`config.mk`:
```
export PLATFORM = sky130hd
export DESIGN_NAME = are_ctrl
export DESIGN_NICKNAME = d
export VERILOG_FILES = /design/src/hdl/are_pkg.sv /design/src/hdl/are_ctrl.sv
export SDC_FILE = /design/constraint.sdc
export NUM_CORES = 1
export LEC_CHECK = 0
export ABC_AREA = 1
export BUFFER_PORTS_ARGS = -buffer_cell sky130_fd_sc_hd__buf_2
export CAP_MARGIN = 20
export CORE_MARGIN = 5
export CORE_UTILIZATION = 30
export DETAILED_ROUTE_END_ITERATION = 10
export REMOVE_ABC_BUFFERS = 1
export SLEW_MARGIN = 5
export SYNTH_ARGS = -nofsm -noshare
export SYNTH_HDL_FRONTEND = slang
export SYNTH_SLANG_ARGS = --single-unit
export TNS_END_PERCENT = 20
```
`constraint.sdc`:
```
create_clock -name aclk -period 3.75 [get_ports aclk]
set_clock_uncertainty 0.2 [all_clocks]
set_input_delay 0.375 -clock aclk [delete_from_list [all_inputs] [get_ports aclk]]
set_output_delay 0.375 -clock aclk [all_outputs]
set_load 0.02 [all_outputs]
```
`src/hdl/are_pkg.sv`:
```
`timescale 1ns / 1ps
package are_pkg;
    localparam int CNT_W = 17;
    localparam int WORD_W = 64;
    localparam logic [WORD_W-1:0] TOP_LIMIT = 64'h0100_0000_0000_0000;
    localparam logic [WORD_W-1:0] BOTTOM_LIMIT = 64'h0001_0000_0000_0000;
    localparam int MAX_BYTES = 8;

    typedef enum logic [1:0] {
        CMD_ENCODE = 2'd0,
        CMD_FLUSH  = 2'd1,
        CMD_CLEAR  = 2'd2,
        CMD_NONE   = 2'd3
    } cmd_t;

    // datapath operations issued by the controller
    typedef enum logic [3:0] {
        OP_IDLE,
        OP_CLR_WR,
        OP_RD_LO,
        OP_RD_HI,
        OP_RD_TOT,
        OP_DIV_START,
        OP_MUL_LO,
        OP_MUL_HI,
        OP_RENORM,
        OP_FLUSH_BYTE,
        OP_UPD_RD,
        OP_UPD_WR,
        OP_HALVE_RD,
        OP_HALVE_WR,
        OP_CODER_RESET
    } op_t;

    typedef struct packed {
        op_t        op;
        logic [8:0] addr;
        logic       last_flag;
    } dp_cmd_t;

    typedef struct packed {
        logic div_done;
        logic renorm_go;
        logic total_full;
        logic prev_ge_tot;
    } dp_stat_t;

    typedef enum logic [4:0] {
        ST_IDLE,
        ST_CLEAR,
        ST_RD_LO,
        ST_RD_HI,
        ST_RD_TOT,
        ST_WAIT_TOT,
        ST_DIV,
        ST_MUL_LO,
        ST_MUL_HI,
        ST_RENORM_CHK,
        ST_RENORM_OUT,
        ST_UPD_RD,
        ST_UPD_WR,
        ST_TOT_RD,
        ST_TOT_WAIT,
        ST_HALVE_RD,
        ST_HALVE_WR,
        ST_FLUSH_OUT
    } state_t;
endpackage

```
`src/hdl/are_ctrl.sv`:
```
`timescale 1ns / 1ps
module are_ctrl
    import are_pkg::*;
(
    input  logic       aclk,
    input  logic       aresetn,
    input  logic       in_valid,
    output logic       in_ready,
    input  logic [1:0] in_cmd,
    input  logic [7:0] in_sym,
    input  logic [8:0] asize,
    input  dp_stat_t   stat,
    output dp_cmd_t    cmd,
    output logic       out_push,
    input  logic       out_free
);
    state_t     state_reg, state_next;
    logic [8:0] idx_reg, idx_next;
    logic [7:0] sym_reg, sym_next;
    logic [3:0] n_reg, n_next;
    logic       setup_reg, setup_next;

    always_ff @(posedge aclk) begin
        if (!aresetn) begin
            state_reg <= ST_CLEAR;
            idx_reg <= '0;
            n_reg <= '0;
            sym_reg <= '0;
            setup_reg <= 1'b1;
        end else begin
            state_reg <= state_next;
            idx_reg <= idx_next;
            n_reg <= n_next;
            sym_reg <= sym_next;
            setup_reg <= setup_next;
        end
    end

    logic [8:0] clr_end;
    assign clr_end = setup_reg ? 9'd256 : asize;

    always_comb begin
        state_next = state_reg;
        idx_next = idx_reg;
        n_next = n_reg;
        sym_next = sym_reg;
        setup_next = setup_reg;
        cmd = '{op: OP_IDLE, addr: '0, last_flag: 1'b0};
        in_ready = 1'b0;
        out_push = 1'b0;
        unique case (state_reg)
            ST_IDLE: begin
                in_ready = 1'b1;
                if (in_valid) begin
                    sym_next = in_sym;
                    idx_next = '0;
                    n_next = '0;
                    unique case (cmd_t'(in_cmd))
                        CMD_ENCODE: if ({1'b0, in_sym} < asize) state_next = ST_RD_LO;
                        CMD_FLUSH:  state_next = ST_FLUSH_OUT;
                        CMD_CLEAR: begin
                            cmd.op = OP_CODER_RESET;
                            state_next = ST_CLEAR;
                        end
                        default: ;
                    endcase
                end
            end
            ST_CLEAR: begin
                cmd.op = OP_CLR_WR;
                cmd.addr = idx_reg;
                idx_next = idx_reg + 1'b1;
                if (idx_reg == clr_end) begin
                    setup_next = 1'b0;
                    state_next = ST_IDLE;
                end
            end
            ST_RD_LO: begin
                cmd.op = OP_RD_LO;
                cmd.addr = {1'b0, sym_reg};
                state_next = ST_RD_HI;
            end
            ST_RD_HI: begin
                cmd.op = OP_RD_HI;
                cmd.addr = {1'b0, sym_reg} + 1'b1;
                state_next = ST_RD_TOT;
            end
            ST_RD_TOT: begin
                cmd.op = OP_RD_TOT;
                cmd.addr = asize;
                state_next = ST_WAIT_TOT;
            end
            ST_WAIT_TOT: begin
                cmd.op = OP_DIV_START;
                state_next = ST_DIV;
            end
            ST_DIV: begin
                if (stat.div_done) state_next = ST_MUL_LO;
            end
            ST_MUL_LO: begin
                cmd.op = OP_MUL_LO;
                state_next = ST_MUL_HI;
            end
            ST_MUL_HI: begin
                cmd.op = OP_MUL_HI;
                state_next = ST_RENORM_CHK;
            end
            ST_RENORM_CHK: begin
                if (stat.renorm_go && n_reg != 4'(MAX_BYTES)) begin
                    if (out_free) begin
                        cmd.op = OP_RENORM;
                        state_next = ST_RENORM_OUT;
                        n_next = n_reg + 1'b1;
                    end
                end else begin
                    idx_next = {1'b0, sym_reg} + 1'b1;
                    state_next = ST_UPD_RD;
                end
            end
            ST_RENORM_OUT: begin
                // last is known once the next check fails; hold the byte
                if (!(stat.renorm_go && n_reg != 4'(MAX_BYTES))) begin
                    if (out_free) begin
                        out_push = 1'b1;
                        cmd.last_flag = 1'b1;
                        idx_next = {1'b0, sym_reg} + 1'b1;
                        state_next = ST_UPD_RD;
                    end
                end else if (out_free) begin
                    out_push = 1'b1;
                    cmd.op = OP_RENORM;
                    n_next = n_reg + 1'b1;
                end
            end
            ST_UPD_RD: begin
                if (idx_reg > asize) begin
                    state_next = ST_TOT_RD;
                end else begin
                    cmd.op = OP_UPD_RD;
                    cmd.addr = idx_reg;
                    state_next = ST_UPD_WR;
                end
            end
            ST_UPD_WR: begin
                cmd.op = OP_UPD_WR;
                cmd.addr = idx_reg;
                idx_next = idx_reg + 1'b1;
                state_next = ST_UPD_RD;
            end
            ST_TOT_RD: begin
                cmd.op = OP_RD_LO;
                cmd.addr = asize;
                state_next = ST_TOT_WAIT;
            end
            ST_TOT_WAIT: begin
                if (stat.total_full) begin
                    cmd.op = OP_HALVE_RD;
                    cmd.addr = '0;
                    idx_next = 9'd1;
                    state_next = ST_HALVE_RD;
                end else begin
                    state_next = ST_IDLE;
                end
            end
            ST_HALVE_RD: begin
                if (idx_reg > asize) begin
                    state_next = ST_IDLE;
                end else begin
                    cmd.op = OP_RD_LO;
                    cmd.addr = idx_reg;
                    state_next = ST_HALVE_WR;
                end
            end
            ST_HALVE_WR: begin
                cmd.op = OP_HALVE_WR;
                cmd.addr = idx_reg;
                idx_next = idx_reg + 1'b1;
                state_next = ST_HALVE_RD;
            end
            ST_FLUSH_OUT: begin
                if (out_free) begin
                    cmd.op = OP_FLUSH_BYTE;
                    cmd.last_flag = (n_reg == 4'd7);
                    out_push = 1'b1;
                    n_next = n_reg + 1'b1;
                    if (n_reg == 4'd7) state_next = ST_IDLE;
                end
            end
            default: state_next = ST_IDLE;
        endcase
        if (state_reg == ST_IDLE && in_valid && cmd_t'(in_cmd) == CMD_FLUSH) begin
            state_next = ST_FLUSH_OUT;
        end
    end
endmodule

```
[Word-level counts from Yosys, hierarchy flattened]
Index checks and enable logic that the tools add are counted.
W data, S select, Z words.
Word-level totals
  register bits after elaboration: 27
  bits of input ports: 27
  output and inout port bits: 16
  word-level logic and storage cells: 119
Operators by class
  add/sub/neg operators: 3
  $lt $le $gt $ge: 2
  eq/ne operators: 45
  muxes and demuxes: 43
  bitwise logic cells: 1
  reduce and logical (&&, ||, !) cells: 19
Operator list (count)
  $pmux W5 S18: 1
  $pmux W9 S7: 1
  $mux W5: 12
  $pmux W4 S15: 1
  $mux W9: 6
  $pmux W9 S5: 1
  $eq A5 B4 Y1 const B: 8
  $mux W4: 9
  $mux W13: 2
  $ne A3 B3 Y1 const B: 8
  $eq A5 B3 Y1 const B: 4
  $reduce_and A10 Y1: 2
  $ne A2 B2 Y1 const B: 9
  $pmux W5 S3: 1
  $ne A4 B4 Y1 const B: 3
  $pmux W4 S3: 1
  $mux W11: 1
  $eq A5 B2 Y1 const B: 2
  $eq A5 B5 Y1 const B: 2
  $reduce_or A2 Y1: 5
  $add A8 B1 Y9 const B: 1
  $add A9 B1 Y9 const B: 1
  $eq A9 B9 Y1: 1
  $gt A9 B9 Y1: 1
  22 further kinds: 30

[Longest topological paths before layout]
  word-level depth: 6
  mapped depth: 13
  gate-level depth less buffers: 13

[Worst setup path before layout]
OpenSTA, ideal clock, no wires.
  path kind: input-to-output
  from: in asize[8]
  to: out cmd[4] (netlist name)
  arrival time: 1807 ps
  required time: 3175 ps
  slack: 1368 ps
  stages: 13
  path buffers: 0
  cells stage by stage: inv_1 > ha_1 > nand2_1 > inv_1 > nand3_1 > nor2_1 > nand2_1 > nand2_1 > nand2_1 > nand2_1 > nand2_1 > a21oi_1 > o21ai_0
RTL lines
  from (decl): line are_ctrl.sv:11  | input logic [8:0] asize,
  to (decl): line are_ctrl.sv:13  | output dp_cmd_t cmd,

==> results.json <==
{
  "ir_drop_mv": 0.326,
  "floorplan.die_area_mm2": 0.0119,
  "numCtsBuffers": 3,
  "drt_iter0_markers": 155,
  "drtAntennaViolNets": 0,
  "gr-total-overflow": 0,
  "timing_worst_slew_pin_value_ns": 0.640,
  "crit_path_max_fanout": 9,
  "final_period_minus_worst_setup_slack_ns": 3.12,
  "rsz0062_at_grt": "no",
  "vertical_die_dimension_um": 109,
  "synth-async-reset-ratio_pct": 0,
  "drive_gt1_share_pct": 15.2,
  "cap_viol_max_count": 0,
  "dominantRegCellSynth": "sky130_fd_sc_hd__dfxtp_1",
  "number_of_sinks_handled_by_clock_tree_synthesis": 27,
  "leakagePower_nw": 1.64,
  "max-clock-path-buffers": 2,
  "place_congestion": 0.896,
  "place.port_buffers": 41,
  "power.density_cell_area_mw_per_mm2": 506,
  "netlist_instances": 479,
  "worst_slew_margin_rel_pct": 57.1,
  "nets": 572,
  "cts-root-buf": "sky130_fd_sc_hd__clkbuf_8",
  "grt_first_pass_wirelength_um": 14300,
  "synth-seq-cells": 27,
  "detail_route.wl_per_cell_um": 13.4,
  "insertion_delay_ns": 0.28,
  "synth.yosys.seq_area_share_pct": 18.3,
  "route.detailed.vias_per_inst": 4.91,
  "grt_pass1_vias": 3017,
  "synth_area_mm2": 0.00295,
  "final.fill_count": 1097,
  "dp_hpwl_um": 7280,
  "timing.critical_path.arrival_ns": 2.55,
  "yosysUniqueCellTypes": 41,
  "max_freq_mhz": 320,
  "ys.warnings.count": 0,
  "floorplan.core_area_mm2": 0.00968,
  "slew_viol_final": 0,
  "detail_route.wirelength_um": 8720,
  "initial_core_utilization_pct": 30.4,
  "drcViolationCount": 0,
  "critical_path.endpoint_type": "primary output",
  "cts-resized-gates": 0,
  "die_width_um": 109,
  "antenna_cells_inserted": 0,
  "largest_register_ffs": 9,
  "total_power_mw": 1.69,
  "finalHoldWorstSlack_ns": 0.177,
  "floorplan.io_pins": 43,
  "class_of_the_worst_hold_path": "input pin to flip-flop",
  "finalHoldViolCount": 0,
  "number_of_buffers_inserted_for_hold_repair_after_clock_tree_synthesis": 0,
  "setup_failing_eps_final": 0,
  "final_period_util_pct": 83.3,
  "tritoncts": "built",
  "drt-pass1-iter-count": 4,
  "areaGrowthSynthToFinish_pct": 13.1,
  "critical_path_class": "flip-flop to primary output",
  "maximum_number_of_pins_on_one_net_before_global_route_repair": 19,
  "grt_usage_pct": 15.0,
  "antenna_found_initial": 0,
  "clk_pin_slew_ns": 0.10,
  "row_count": 36,
  "synth_edf_count": 0,
  "final.setup.tns_ns": 0,
  "num_vias": 3200,
  "start_kind": "flip-flop",
  "run_status": "finished clean",
  "required_time_at_the_endpoint_of_the_critical_path_ns": 3.17,
  "r2r_slack_ns": 1.51,
  "htree_num_levels": 1,
  "cts_setup_buffers": 0,
  "postSynthAreaPerCell_um2": 6.15
}
[synth_stat cells (2+ instances only)]
| master | instances | area share (%) |
|---|---|---|
| sky130_fd_sc_hd__nand4_1 | 8 | 1.7 |
| sky130_fd_sc_hd__o22ai_1 | 4 | 0.85 |
| sky130_fd_sc_hd__nor2_1 | 49 | 6.2 |
| sky130_fd_sc_hd__nor3_1 | 3 | 0.51 |
| sky130_fd_sc_hd__inv_2 | 5 | 0.64 |
| sky130_fd_sc_hd__ha_1 | 25 | 11 |
| sky130_fd_sc_hd__clkbuf_1 | 2 | 0.25 |
| sky130_fd_sc_hd__nor2_2 | 4 | 0.85 |
| sky130_fd_sc_hd__nor2_8 | 3 | 2.0 |
| sky130_fd_sc_hd__nand2_1 | 123 | 16 |
| sky130_fd_sc_hd__buf_2 | 3 | 0.51 |
| sky130_fd_sc_hd__a21oi_1 | 31 | 5.3 |
| sky130_fd_sc_hd__dfxtp_1 | 27 | 18 |
| sky130_fd_sc_hd__nand3_1 | 45 | 7.6 |
| sky130_fd_sc_hd__nor4_1 | 2 | 0.42 |
| sky130_fd_sc_hd__nand3b_1 | 4 | 1.0 |
| sky130_fd_sc_hd__o21ai_0 | 34 | 5.8 |
| sky130_fd_sc_hd__nand2_2 | 3 | 0.64 |
| sky130_fd_sc_hd__xor2_1 | 6 | 1.8 |
| sky130_fd_sc_hd__a31oi_1 | 2 | 0.42 |
| sky130_fd_sc_hd__o221ai_1 | 2 | 0.59 |
| sky130_fd_sc_hd__nor2_4 | 5 | 1.9 |
| sky130_fd_sc_hd__inv_1 | 64 | 8.1 |
| sky130_fd_sc_hd__o211ai_1 | 3 | 0.76 |
| sky130_fd_sc_hd__nand2_4 | 5 | 1.9 |
| sky130_fd_sc_hd__nand3_2 | 2 | 0.68 |
[per-layer routing]
layer | track usage, % | up-vias | wire, um
li1 | - | 1659 | -
met1 | 19.2 | 1434 | 3890
met2 | 26.2 | 96 | 4110
met3 | 2.37 | 11 | 589
met4 | 3.70 | 0 | 121
met5 | 0 | - | 0
[critical path, cell delays in order, from the launching register on]
cell and delay, ns:
sky130_fd_sc_hd__dfxtp_1 0.41, sky130_fd_sc_hd__ha_1 0.32, sky130_fd_sc_hd__nand2_1 0.04, sky130_fd_sc_hd__inv_1 0.06, sky130_fd_sc_hd__nand3_1 0.10, sky130_fd_sc_hd__nor2_1 0.17, sky130_fd_sc_hd__nand2_1 0.07, sky130_fd_sc_hd__nand2_1 0.09
sky130_fd_sc_hd__nand2_1 0.07, sky130_fd_sc_hd__nand2_1 0.15, sky130_fd_sc_hd__nand2_1 0.26, sky130_fd_sc_hd__a21oi_1 0.20, sky130_fd_sc_hd__o21ai_0 0.13, sky130_fd_sc_hd__buf_2 0.18
[cell type report]
type | count | area, um^2 | share of cell area [%]
Multi-Input combinational cell | 376 | 2100 | 63.0
Sequential cell | 27 | 541 | 16.2
Inverter | 69 | 259 | 7.77
Timing Repair Buffer | 43 | 220 | 6.61
Tap cell | 133 | 166 | 4.99
Clock buffer | 3 | 41.3 | 1.24
Clock inverter | 1 | 5.00 | 0.150
[worst paths after layout]
kind	from	to	depth (start not counted)
min	in_valid	sym_reg[4]$_SDFFE_PN0N_	3
max	idx_reg[7]$_SDFFE_PN0P_	cmd[4]	13
max reg2reg	state_reg[2]$_SDFFE_PP0P_	idx_reg[7]$_SDFFE_PN0P_	10
min reg2reg	sym_reg[1]$_SDFFE_PN0N_	sym_reg[1]$_SDFFE_PN0N_	2
[power by group]
group | switching (mW) | internal [mW] | leakage, nW
sequential | 0.0847 | 0.341 | 0.220
combinational | 0.737 | 0.347 | 1.39
clock | 0.104 | 0.0749 | 0.0255
total | 0.925 | 0.763 | 1.64
[kinds of logic after synthesis]
logic type      synth area share [%]
fa+ha+maj                       10.6
simple gates                    42.4
buf+inv                         10.4
compound gates                  16.1
flops                           18.3
xor+xnor                        2.08
[placed cells by master (no fill, tap or decap), types with 2 or more instances in the layout]
master                     Yosys  final
sky130_fd_sc_hd__dfxtp_1      27     27
sky130_fd_sc_hd__nor4_1        2      2
sky130_fd_sc_hd__nand2_2       3      3
sky130_fd_sc_hd__o21ai_0      34     34
sky130_fd_sc_hd__nand2_1     123    123
sky130_fd_sc_hd__nand2_4       5      5
sky130_fd_sc_hd__nand3_1      45     45
sky130_fd_sc_hd__nand3b_1      4      4
sky130_fd_sc_hd__nor3_1        3      3
sky130_fd_sc_hd__nor2_4        5      5
sky130_fd_sc_hd__nand3_2       2      2
sky130_fd_sc_hd__buf_4         0      2
sky130_fd_sc_hd__ha_1         25     25
sky130_fd_sc_hd__o211ai_1      3      3
sky130_fd_sc_hd__xor2_1        6      6
sky130_fd_sc_hd__nor2_8        3      3
sky130_fd_sc_hd__nor2_2        4      4
sky130_fd_sc_hd__a21oi_1      31     31
sky130_fd_sc_hd__o22ai_1       4      4
sky130_fd_sc_hd__clkbuf_8      1      3
sky130_fd_sc_hd__o221ai_1      2      2
sky130_fd_sc_hd__inv_1        64     64
sky130_fd_sc_hd__inv_2         5      5
sky130_fd_sc_hd__a31oi_1       2      2
sky130_fd_sc_hd__buf_2         3     41
sky130_fd_sc_hd__nand4_1       8      8
sky130_fd_sc_hd__nor2_1       49     49
[per-stage QoR]
step                      util, %  area (um^2)  worst slack (ns)  std cells
final                        34.4         3330             0.626        652
after floorplan                 -         2900              1.37        472
after global routing         34.4         3330             0.382        652
after CTS                    34.4         3330             0.672        652
after detailed placement     33.9         3290             0.760        648
after global placement       33.9         3290             0.768        648
Note: power is estimated with default switching activity, not from simulation.
